<file path="config.mk">
export PLATFORM = sky130hd
export DESIGN_NAME = swtm_ctrl
export DESIGN_NICKNAME = d
export VERILOG_FILES = /design/src/rtl/core/swtm_pkg.sv /design/src/rtl/core/swtm_ctrl.sv
export SDC_FILE = /design/constraint.sdc
export NUM_CORES = 1
export LEC_CHECK = 0
export BUFFER_PORTS_ARGS = -buffer_cell sky130_fd_sc_hd__buf_2
export CAP_MARGIN = 20
export CORE_AREA = 8 8 45 47
export CTS_CLUSTER_DIAMETER = 200
export CTS_CLUSTER_SIZE = 28
export DETAILED_ROUTE_END_ITERATION = 8
export DIE_AREA = 0 0 53 55
export PLACE_DENSITY = 0.79
export REMOVE_ABC_BUFFERS = 1
export SYNTH_ARGS = -nofsm -noshare
export SYNTH_HDL_FRONTEND = slang
export SYNTH_SLANG_ARGS = --single-unit
</file>
<file path="constraint.sdc">
create_clock -name clock -period 2.9 [get_ports clock]
set_clock_uncertainty 0.1 [all_clocks]
set_input_delay 0.58 -clock clock [delete_from_list [all_inputs] [get_ports clock]]
set_output_delay 0.58 -clock clock [all_outputs]
set_load 0.01 [all_outputs]
</file>
<file path="src/rtl/core/swtm_pkg.sv">
// shared types and constants for the sliding window throughput meter
package swtm_pkg;

   typedef enum logic [2:0] {
      CMD_UNIT  = 3'd0,
      CMD_TICK  = 3'd1,
      CMD_TRAYS = 3'd2,
      CMD_TRAYE = 3'd3,
      CMD_CLEAR = 3'd4
   } cmd_type;

   localparam logic [0:0] CSR_WINDOW = 1'b0;
   localparam logic [0:0] CSR_TOTAL  = 1'b1;

   localparam logic [11:0] WIN_DEFAULT = 12'd600;
   localparam logic [11:0] WIN_MIN     = 12'd30;
   localparam logic [11:0] WIN_MAX     = 12'd3600;
   localparam logic [21:0] RATE_FIELD_MAX = 22'h3FFFFF;
   localparam logic [11:0] SECS_PER_HOUR = 12'd3600;
   localparam logic [9:0]  MS_PER_SEC = 10'd1000;

   typedef enum logic [3:0] {
      ST_IDLE,
      ST_UNIT_RD,
      ST_UNIT_WR,
      ST_SEC_NOW,
      ST_TICK_RD,
      ST_TICK_WAIT,
      ST_TICK_SEC,
      ST_TICK_CMP,
      ST_DIV,
      ST_OUT
   } state_type;

   typedef struct packed {
      logic load;       // capture input transaction
      logic unit_rd;    // read newest entry
      logic unit_wr;    // store timestamp, count unit
      logic sec_now;    // start seconds conversion of now
      logic head_rd;    // read oldest entry
      logic sec_head;   // start seconds conversion of head
      logic cmp;        // drop or keep decision
      logic div_start;  // start rate divide
      logic simple;     // tray, clear and unknown commands
      logic out_load;   // publish result
   } cmd_bus_type;

   typedef struct packed {
      logic sec_done;
      logic drop;       // head older than window
      logic empty;
      logic div_done;
   } sts_bus_type;

endpackage

</file>
<file path="src/rtl/core/swtm_ctrl.sv">
// controller state machine for the throughput meter
module swtm_ctrl (
   input  logic                  clock,
   input  logic                  reset,
   input  logic                  req_tvalid,
   output logic                  req_tready,
   input  logic [2:0]            req_cmd,
   input  logic                  rsp_busy,
   input  swtm_pkg::sts_bus_type sts,
   output swtm_pkg::cmd_bus_type cmd
);

   swtm_pkg::state_type state_ff, state_in;
   logic [2:0] cmd_ff, cmd_in;

   always_ff @(posedge clock) begin
      if (reset) begin
         state_ff <= swtm_pkg::ST_IDLE;
         cmd_ff   <= 3'd0;
      end else begin
         state_ff <= state_in;
         cmd_ff   <= cmd_in;
      end
   end

   always_comb begin
      state_in = state_ff;
      cmd_in   = cmd_ff;
      unique case (state_ff)
         swtm_pkg::ST_IDLE: begin
            if (req_tvalid) begin
               cmd_in = req_cmd;
               priority case (req_cmd)
                  swtm_pkg::CMD_UNIT: state_in = swtm_pkg::ST_UNIT_RD;
                  swtm_pkg::CMD_TICK: state_in = swtm_pkg::ST_SEC_NOW;
                  default:            state_in = swtm_pkg::ST_OUT;
               endcase
            end
         end
         swtm_pkg::ST_UNIT_RD: state_in = swtm_pkg::ST_UNIT_WR;
         swtm_pkg::ST_UNIT_WR: state_in = swtm_pkg::ST_OUT;
         swtm_pkg::ST_SEC_NOW:
            if (sts.sec_done) state_in = swtm_pkg::ST_TICK_RD;
         swtm_pkg::ST_TICK_RD:
            state_in = sts.empty ? swtm_pkg::ST_DIV : swtm_pkg::ST_TICK_WAIT;
         swtm_pkg::ST_TICK_WAIT: state_in = swtm_pkg::ST_TICK_SEC;
         swtm_pkg::ST_TICK_SEC:
            if (sts.sec_done) state_in = swtm_pkg::ST_TICK_CMP;
         swtm_pkg::ST_TICK_CMP:
            state_in = sts.drop ? swtm_pkg::ST_TICK_RD : swtm_pkg::ST_DIV;
         swtm_pkg::ST_DIV:
            if (sts.div_done) state_in = swtm_pkg::ST_OUT;
         swtm_pkg::ST_OUT:
            if (!rsp_busy) state_in = swtm_pkg::ST_IDLE;
         default: state_in = swtm_pkg::ST_IDLE;
      endcase
   end

   always_comb begin
      cmd = '0;
      req_tready = (state_ff == swtm_pkg::ST_IDLE);
      unique case (state_ff)
         swtm_pkg::ST_IDLE:      cmd.load = req_tvalid;
         swtm_pkg::ST_UNIT_RD:   cmd.unit_rd = 1'b1;
         swtm_pkg::ST_UNIT_WR:   cmd.unit_wr = 1'b1;
         swtm_pkg::ST_SEC_NOW:   cmd.sec_now = 1'b1;
         swtm_pkg::ST_TICK_RD:   begin
            cmd.head_rd = 1'b1;
            cmd.div_start = sts.empty;
         end
         swtm_pkg::ST_TICK_SEC:  cmd.sec_head = 1'b1;
         swtm_pkg::ST_TICK_CMP:  begin
            cmd.cmp = 1'b1;
            cmd.div_start = !sts.drop;
         end
         swtm_pkg::ST_OUT: begin
            cmd.out_load = !rsp_busy;
            cmd.simple = !rsp_busy && (cmd_ff != swtm_pkg::CMD_UNIT)
                         && (cmd_ff != swtm_pkg::CMD_TICK);
         end
         default: ;
      endcase
   end

endmodule

</file>
Word level (Yosys, flattened, before mapping)
Index checks and enable logic that the tools add are counted.
{"block": "word_totals", "regBits": 7, "input_bits": 11, "out_inout_bits": 11, "elab_cells": 45}
{"block": "op_classes", "n_eq_ne": 16, "muxes": 18, "n_reduce_logical": 9}
{"operator": "4-bit case mux with 10 select lines", "n": 1}
{"operator": "4-bit 2-to-1 mux", "n": 7}
{"operator": "4-bit by 3-bit equality test with 1-bit output (second input constant)", "n": 4}
{"operator": "2-bit != test (second input constant)", "n": 5}
{"operator": "4-bit by 2-bit equality test with 1-bit output (second input constant)", "n": 2}
{"operator": "4-bit equality test (second input constant)", "n": 2}
{"operator": "4-bit case mux with 2 select lines", "n": 1}
{"operator": "1-bit 2-to-1 mux", "n": 7}
{"operator": "5-bit AND reduction", "n": 1}
{"operator": "4-bit by 1-bit equality test with 1-bit output (second input constant)", "n": 1}
{"operator": "4-bit zero test", "n": 1}
{"operator": "3-bit by 1-bit equality test with 1-bit output (second input constant)", "n": 1}
{"operator": "3-bit zero test", "n": 1}
{"operator": "3-bit by 1-bit != test with 1-bit output (second input constant)", "n": 1}
{"operator": "3-bit nonzero test", "n": 1}
{"operator": "1-bit logical AND", "n": 2}
{"operator": "1-bit zero test", "n": 2}
{"operator": "2-bit 2-to-1 mux", "n": 1}
{"operator": "1-bit case mux with 2 select lines", "n": 1}
{"operator": "2-bit AND reduction", "n": 1}

Longest topological paths before layout
Gate-level depths: netlist (run 1).
{"block": "depth", "depth_word": 4, "mapped_depth": 5, "ltp_nobuf": 4}

Least setup slack after synthesis (run 1)
Ideal clock, no wire load.
{"block": "synth_path", "path_kind": "reg-to-output", "from": "register state_ff[0]", "to": "output port cmd[1] (netlist name)", "arrival_time_ps": 1268, "required_time_ps": 2220, "path_slack_ps": 952, "path_stages_with_launch": 5, "path_buffers": 1, "path_cell_list": "dfxtp_1 > buf_4 > nand2_1 > nor4b_2 > o21a_1"}
{"item": "start, declared", "line_no": "swtm_ctrl.sv:13", "rtl": "swtm_pkg::state_type state_ff, state_in;"}
{"item": "start signal, assigned", "line_no": "swtm_ctrl.sv:18", "rtl": "state_ff <= swtm_pkg::ST_IDLE;"}
{"item": "start signal, assigned", "line_no": "swtm_ctrl.sv:21", "rtl": "state_ff <= state_in;"}
{"item": "end, declared", "line_no": "swtm_ctrl.sv:10", "rtl": "output swtm_pkg::cmd_bus_type cmd"}

==> impl_metrics.toml, run 1 <==
[layout]
final_cell_mix = "buf_2 (21), nor2_1 (7), nand2_1 (6), a21oi_1 (6), dfxtp_1 (6)"
final_common_cell = "buf_2"
fill_cells = 151
antenna_cells = 0
drive_gt1_frac = 0.360
final_cells = 102
final_nets = 99
layout-area-overhead-vs-synth_pct = 21.8

[synthesis]
synthesis.area_um2 = 528
avgSynthCellArea_um2 = 7.88
ys.flop_type = "dfxtp_1"
synth-edff-count = 0
synth.distinct_cells = 34
synth_top_family_by_area = "simple AND/OR/NAND/NOR gates"
yosys.area_share.simple = 0.398
ys_ff_latch = 6
yosysWarnings = 0
netlist_instances = 67
synth_xor_xnor_area_share = 0
synth-compound-area-share = 0.244
synth-adder-area-share = 0
ys_seq_area_frac = 0.227
async_flop_share = 0
synth.mux.area_fraction = 0.0403

[drt]
drt_iter0_markers = 12
viasPerCell = 5.41
drt_first_pass_iters = 4
drc = 0
antenna_left = 0
wirelength_mm = 1.31
detail_route.wl_per_cell_um = 12.8
vias = 552

[global_route]
grt_pass1_wl_mm = 1.93
grt_start_max_net_pins = 17
antenna_found_initial = 0
grt_pass1_vias = 480
globalRoute.totalOverflow = 0
grtUsageTotal = 0.0875

[cts]
cts_tree = "yes"
clockRootBuffer = "clkbuf_4"
hold_buffers = 0
cts_num_sinks = 6
clock_latency_ns = 0.23
post-cts-setup-buffer-count = 0
cts.clk_slew.worst_paths_ns = 0.04
cts_resized = 0
clock_path_buffers = 2
cts-buffers-inserted = 3
htree_levels = 1

[power]
powerDensity_nw_per_um2 = 785
ir_drop_v = 0.000297
p_leak_nw = 0.294

[critical_path]
crit_required_ns = 2.22
start_kind = "register"
cp.arrival_ns = 1.65
cp-end-kind = "primary output"
cp_max_fo = 16
crit_type = "reg2out"
r2r_cells = 4

[die]
die_w_um = 53
row_count = 14
die_area_um2 = 2920
coreArea_um2 = 1380
top_level_ports = 22
start_util = 0.382
die_y_um = 55

[sta]
setup_viol = 0
fin_setup_tns_ns = 0
worstMarginPinSlew_ns = 0.591
max_slew_margin = 0.606
hold_viol = 0
layout_min_cycle_time_ns = 2.33
fin_crit_sh = 0.802
rsz0062_at_grt = "no"
fin_hold_ws_ns = 0.359
timing.fmax_mhz = 430
fin_ws_ns = 0.574
drv_slew = 0

[min_path]
hold_path_class = "reg2reg"
hold_path_depth = 2

[place]
dp_cells = 99
pre_cts_ws_ns = 0.831
portBuffers = 21
dp.final_hpwl_mm = 1.07
place.gp.congestion = 0.770

[status]
status = "complete, no violations"

[run]
max-cap-violations = 0
## critical path, cell delays in order (launching register included)
cell and delay, ns:
dfxtp_1 0.63, nand2_1 0.20, nor4b_2 0.30, o21a_1 0.16, buf_2 0.12
## cells in the mapped netlist (2+ instances only)
cell	number	area [um^2]
buf_2	2	10.0
nor3_1	4	20.0
inv_1	3	11.3
a21oi_1	6	30.0
nor2_1	7	26.3
nand2b_1	4	25.0
dfxtp_1	6	120
o21a_1	2	15.0
nand3_1	3	15.0
nand2_1	6	22.5
## worst paths after layout
path / startpoint / to / slack, ns
hold / removal: cmd_ff[2] / cmd_ff[2] / 0.36
hold reg to reg: cmd_ff[2] / cmd_ff[2] / 0.36
setup reg to reg: state_ff[1] / state_ff[0] / 1.23
setup / recovery: state_ff[0] / cmd[1] / 0.57
## stage by stage
step                      area (um^2)  utilization  total power [mW]
final                             643        0.465             0.505
after global routing              643        0.465             0.545
after CTS                         643        0.465             0.512
after detailed placement          621        0.448             0.435
after global placement            621        0.448             0.427
after floorplan                   495            -             0.353
## layer usage
metal | global-route usage | part of all wire
met5 | 0 | 0
met4 | 0.0517 | 0.013
met3 | 0.0187 | 0.050
met2 | 0.170 | 0.56
met1 | 0.0823 | 0.37
## flip-flops by register name (all words and copies together) (netlist names)
register / count
state_ff: 4
cmd_ff: 2
## cell type report
class / instances / area, um^2 / share of cell area
multi-input cells: 52 / 360 / 0.560
flip-flops and latches: 6 / 120 / 0.187
repair buffers: 21 / 105 / 0.163
clock buffers: 3 / 22.5 / 0.0350
well taps: 16 / 20.0 / 0.0311
inverters: 4 / 15.0 / 0.0233
## logic make-up (layout without fill, tap and decap cells)
| family | count (synthesis) | count (layout) |
|---|---|---|
| buffers and inverters | 9 | 28 |
| multiplexers | 2 | 2 |
| AO/OA/AOI/OAI | 17 | 17 |
| flip-flops | 6 | 6 |
| AND/OR/NAND/NOR | 33 | 33 |
## power by group
part	internal (mW)	total [mW]	switching, mW	leakage (nW)
Sequential	0.106	0.182	0.0757	0.0493
Combinational	0.126	0.251	0.125	0.231
Clock	0.0465	0.0720	0.0255	0.0138
Total	0.278	0.505	0.227	0.294
No activity file was read; power rests on OpenSTA's default activity.
==> inputs of run 2 (changes only) <==
- ABC_AREA: default -> 1
- PLACE_DENSITY: 0.79 -> 0.78
- clock period: 2.9 -> 2.2 ns (I/O delays scaled with it)
==> impl_metrics.toml, run 2 <==
[sta]
layout_min_cycle_time_ns = 1.87
rsz0062_at_grt = "no"
fin_setup_tns_ns = 0
fin_crit_sh = 0.851
worstMarginPinSlew_ns = 0.253
hold_viol = 0
setup_viol = 0
drv_slew = 0
max_slew_margin = 0.831
timing.fmax_mhz = 534
fin_ws_ns = 0.329

[synthesis]
yosysWarnings = 0
synth-edff-count = 0
netlist.top_cell.by_area = "dfxtp_1"
ys.flop_type = "dfxtp_1"
netlist_instances = 90
async_flop_share = 0
synthesis.area_um2 = 510
synth_top_area_share = 0.235
ys_seq_area_frac = 0.235
synth.distinct_cells = 17
ys_ff_latch = 6
netlist_top_cells_area = "dfxtp_1 (24%), nand2_1 (21%), nor2_1 (9.6%), inv_1 (8.8%), nand2_2 (6.1%)"
synth_top_cells_by_count = "nand2_1 (29), nor2_1 (13), inv_1 (12)"
synth_most_common_cell = "nand2_1"
avgSynthCellArea_um2 = 5.67

[drt]
viasPerCell = 4.68
detail_route.wl_per_cell_um = 9.61
drt_first_pass_iters = 4
antenna_left = 0
drc = 0
vias = 609
wirelength_mm = 1.25
drt_iter0_markers = 14

[layout]
antenna_cells = 0
layout-area-overhead-vs-synth_pct = 28.9
final_nets = 127
final_area_um2 = 658
largest-register = "state_ff"
final_common_cell = "nand2_1"
largest_registers = "state_ff (4), cmd_ff (2)"
drive_gt1_frac = 0.342
fill_cells = 157
largest_register_ffs = 4
final_cell_mix = "nand2_1 (29), buf_2 (21), nor2_1 (13)"

[place]
pre_cts_ws_ns = 0.596
portBuffers = 21
place_area_um2 = 636
place.gp.congestion = 0.826
dp.final_hpwl_mm = 1.11

[die]
row_count = 14
die_y_um = 55
die_area_um2 = 2920
start_util = 0.369
die_w_um = 53
coreArea_um2 = 1380
top_level_ports = 22

[critical_path]
critical_path_buf_inv_count = 3
r2r-start = "state_ff[2]"
slowest_stage = "dfxtp_1"
crit_required_ns = 1.66
cp-startpoint = "state_ff[2]"
worst_path_largest_cell_delay_ns = 0.36
critPathTopFamily = "simple AND/OR/NAND/NOR gates"
cp-end-kind = "primary output"
start_kind = "register"
cp.arrival_ns = 1.33
worstPathCellList = "nor2_1 > nand2_1 > inv_2 > nand2_1 > inv_2 > buf_2"
cp_max_fo = 7
crit_type = "reg2out"

[global_route]
grt_pass1_wl_mm = 2.21
grt_start_max_net_pins = 8
globalRoute.totalOverflow = 0
grt_pass1_vias = 571
antenna_found_initial = 0
grtUsageTotal = 0.100

[cts]
cts_num_sinks = 6
htree_levels = 1
clock_latency_ns = 0.24
cts-buffers-inserted = 3
cts.clk_slew.worst_paths_ns = 0.04
clock_path_buffers = 2
cts_tree = "yes"
cts_resized = 0
post-cts-setup-buffer-count = 0
clockRootBuffer = "clkbuf_4"
hold_buffers = 0

[status]
status = "complete, no violations"

[min_path]
min-delay-start = "reset"
hold_path_class = "in2reg"

[power]
ir_drop_v = 0.000649
powerDensity_nw_per_um2 = 1270
p_total_mw = 0.834
p_leak_nw = 0.393

[run]
max-cap-violations = 0
## run 2: changes by cell type after synthesis, moves of 2 or more
cell      delta
buf_2        -2
a21oi_1      -3
nand2b_1     -4
inv_2        +2
nor3_1       -4
inv_1        +9
nand2_2      +5
nor2_1       +6
nor2_2       +5
nand2_1     +23
o21ai_0      +2
## run 2: path summary, 6_finish.rpt
path	slack (ns)	end	cells after the start
setup reg to reg	0.86	state_ff[3]	8
hold reg to reg	0.37	cmd_ff[1]	2
hold / removal	0.29	cmd_ff[2]	2
setup / recovery	0.33	cmd[9]	6
## run 2: metrics by stage
stage	cells	hold WS (ns)	utilization
after detailed placement	127	0.362	0.459
after CTS	130	0.278	0.476
after floorplan	90	0.339	-
final	130	0.285	0.476
after global routing	130	0.285	0.476
after global placement	127	0.354	0.459
## run 2: cell families (layout without fill, tap and decap cells)
family / Yosys count / in the layout / share of synthesized area
compound gates: 8 / 8 / 0.0882
simple gates: 61 / 61 / 0.566
flops: 6 / 6 / 0.235
buf+inv: 15 / 39 / 0.110
## run 2: power breakdown
group,internal [mW],switching (mW),total [mW]
clock network,0.0617,0.0392,0.101
registers,0.150,0.0485,0.198
logic,0.197,0.338,0.535
total,0.408,0.426,0.834
## run 2: layout make-up
| cell class | count | area (um^2) | area share |
|---|---|---|---|
| clock buffer | 3 | 22.5 | 0.0342 |
| inverter | 15 | 56.3 | 0.0856 |
| multi-input combinational | 69 | 334 | 0.508 |
| sequential | 6 | 120 | 0.183 |
| tap | 16 | 20.0 | 0.0304 |
| timing repair buffer | 21 | 105 | 0.160 |
## run 2: per-layer routing
metal  wire length, um  track usage  share of wire  vias up
met5                 0            0              0        -
met4                30       0.0776          0.024        0
met3                89       0.0241          0.071        4
met2               623        0.180           0.50       22
met1               506       0.0976           0.41      260
li1                  -            -              -      323
## run 2: worst register-to-register path, cell delays in order, from the launching register on
cell and delay, ns:
dfxtp_1 0.44, inv_1 0.10, nand2_1 0.09, nor2_2 0.05, nand2_2 0.05, nand2_2 0.07
nor2_4 0.16, and2_1 0.14, nor2_1 0.04
==> inputs of run 3 (changes only) <==
- CORE_AREA: 8 8 45 47 -> 4 4 41 43
- DIE_AREA: 0 0 53 55 -> 0 0 45 47
==> impl_metrics.toml, run 3 (synthesized netlist as in run 2, its figures left out) <==
[drt]
wirelength_mm = 1.15
top_layer_used = "met3"
drc = 0
drt-met1-wl_um = 501
wl_met2_um = 619
drt_first_pass_iters = 4
drt_iter0_markers = 8
viasPerCell = 4.53
detail_route.wl_per_cell_um = 8.88
antenna_left = 0
route.met3.wl_um = 24
vias = 585

[sta]
worstMarginPinSlew_ns = 0.256
layout_min_cycle_time_ns = 1.89
max_slew_margin = 0.829
fin_setup_tns_ns = 0
drv_slew = 0
fin_hold_ws_ns = 0.299
hold_viol = 0
setup_viol = 0
rsz0062_at_grt = "no"
fin_crit_sh = 0.858
timing.fmax_mhz = 530

[min_path]
hold_path_class = "in2reg"

[die]
die_area_um2 = 2120
coreArea_um2 = 1300
die_w_um = 45
row_count = 13
top_level_ports = 22
start_util = 0.392
die_y_um = 47

[critical_path]
crit_type = "reg2out"
crit_required_ns = 1.66
cp_max_fo = 5
start_kind = "register"
cp-end-kind = "primary output"
cp.arrival_ns = 1.35

[place]
dp.final_hpwl_mm = 1.03
place.gp.congestion = 0.816
dp_cells = 126
place_area_um2 = 634
portBuffers = 21

[cts]
hold_buffers = 0
cts_num_sinks = 6
post-cts-setup-buffer-count = 0
cts_tree = "yes"
clock_latency_ns = 0.23
clock_path_buffers = 2
cts-buffers-inserted = 3
clockRootBuffer = "clkbuf_4"
htree_levels = 1
cts_resized = 0
cts.clk_slew.worst_paths_ns = 0.04

[power]
pwr-share-seq = 0.242
swShare = 0.504
switching_power_mw = 0.414
power_frac_comb = 0.644
power.share.clock = 0.114
powerDensity_nw_per_um2 = 1250
p_leak_nw = 0.393
power.internal_mw = 0.408
ir_drop_v = 0.000770

[global_route]
grt_start_max_net_pins = 8
grtUsageTotal = 0.121
grt_pass1_vias = 501
globalRoute.totalOverflow = 0
grt_pass1_wl_mm = 1.88
antenna_found_initial = 0

[status]
status = "complete, no violations"

[layout]
final_cell_mix = "nand2_1 (29), buf_2 (21), nor2_1 (13)"
final_area_um2 = 657
multi_input_area_um2 = 334
final_nets = 127
regArea_um2 = 120
largest-register = "state_ff"
largest_registers = "state_ff (4), cmd_ff (2)"
antenna_cells = 0
fin_util = 0.505
fill_cells = 145
layout-area-overhead-vs-synth_pct = 28.7
final_common_cell = "nand2_1"
largest_register_ffs = 4
drive_gt1_frac = 0.342
final_cells = 129

[run]
max-cap-violations = 0
==> run 3: cell counts in the layout (fill, tap and decap cells not counted) <==
Identical to the previous run, type by type.
==> run 3: worst max-delay path, stage by stage (launching register included) <==
cell and delay (ns):
dfxtp_1 0.37, inv_1 0.10, nor2_1 0.17, nand2_1 0.07, nor2_1 0.14, o21a_1 0.14
buf_2 0.12
==> run 3: power by group through the flow <==
stage          clock network, mW  logic, mW  registers (mW)
6_report                  0.0941      0.529           0.199
3_3_place_gp                   0      0.529           0.198
3_5_place_dp                   0      0.534           0.200
5_1_grt                    0.106      0.605           0.208
2_1_floorplan                  0      0.408           0.190
4_1_cts                   0.0993      0.536           0.198
==> run 3: final timing paths <==
check         startpoint          end  slack (ns)  cells past startpoint
max reg2reg  state_ff[3]  state_ff[3]        0.84                      7
min reg2reg    cmd_ff[2]    cmd_ff[2]        0.37                      2
min                reset    cmd_ff[1]        0.30                      2
max          state_ff[0]       cmd[1]        0.31                      6
==> run 3: per-layer routing <==
layer / global-route usage / vias up
met2: 0.223 / 3
met4: 0.0526 / 0
met1: 0.135 / 260
li1: - / 322
met3: 0.0230 / 0
met5: 0 / -
==> run 3: area by class of cell <==
type / instances / area share
well taps: 15 / 0.0286
repair buffers: 21 / 0.160
inverters: 15 / 0.0857
clock buffers: 3 / 0.0343
multi-input cells: 69 / 0.509
flip-flops and latches: 6 / 0.183
==> run 3: through the flow <==
stage | total power, mW | setup WS (ns)
finish | 0.822 | 0.312
global route | 0.919 | 0.152
CTS | 0.834 | 0.293
detailed placement | 0.734 | 0.548
global placement | 0.727 | 0.606
floorplan | 0.599 | 0.614
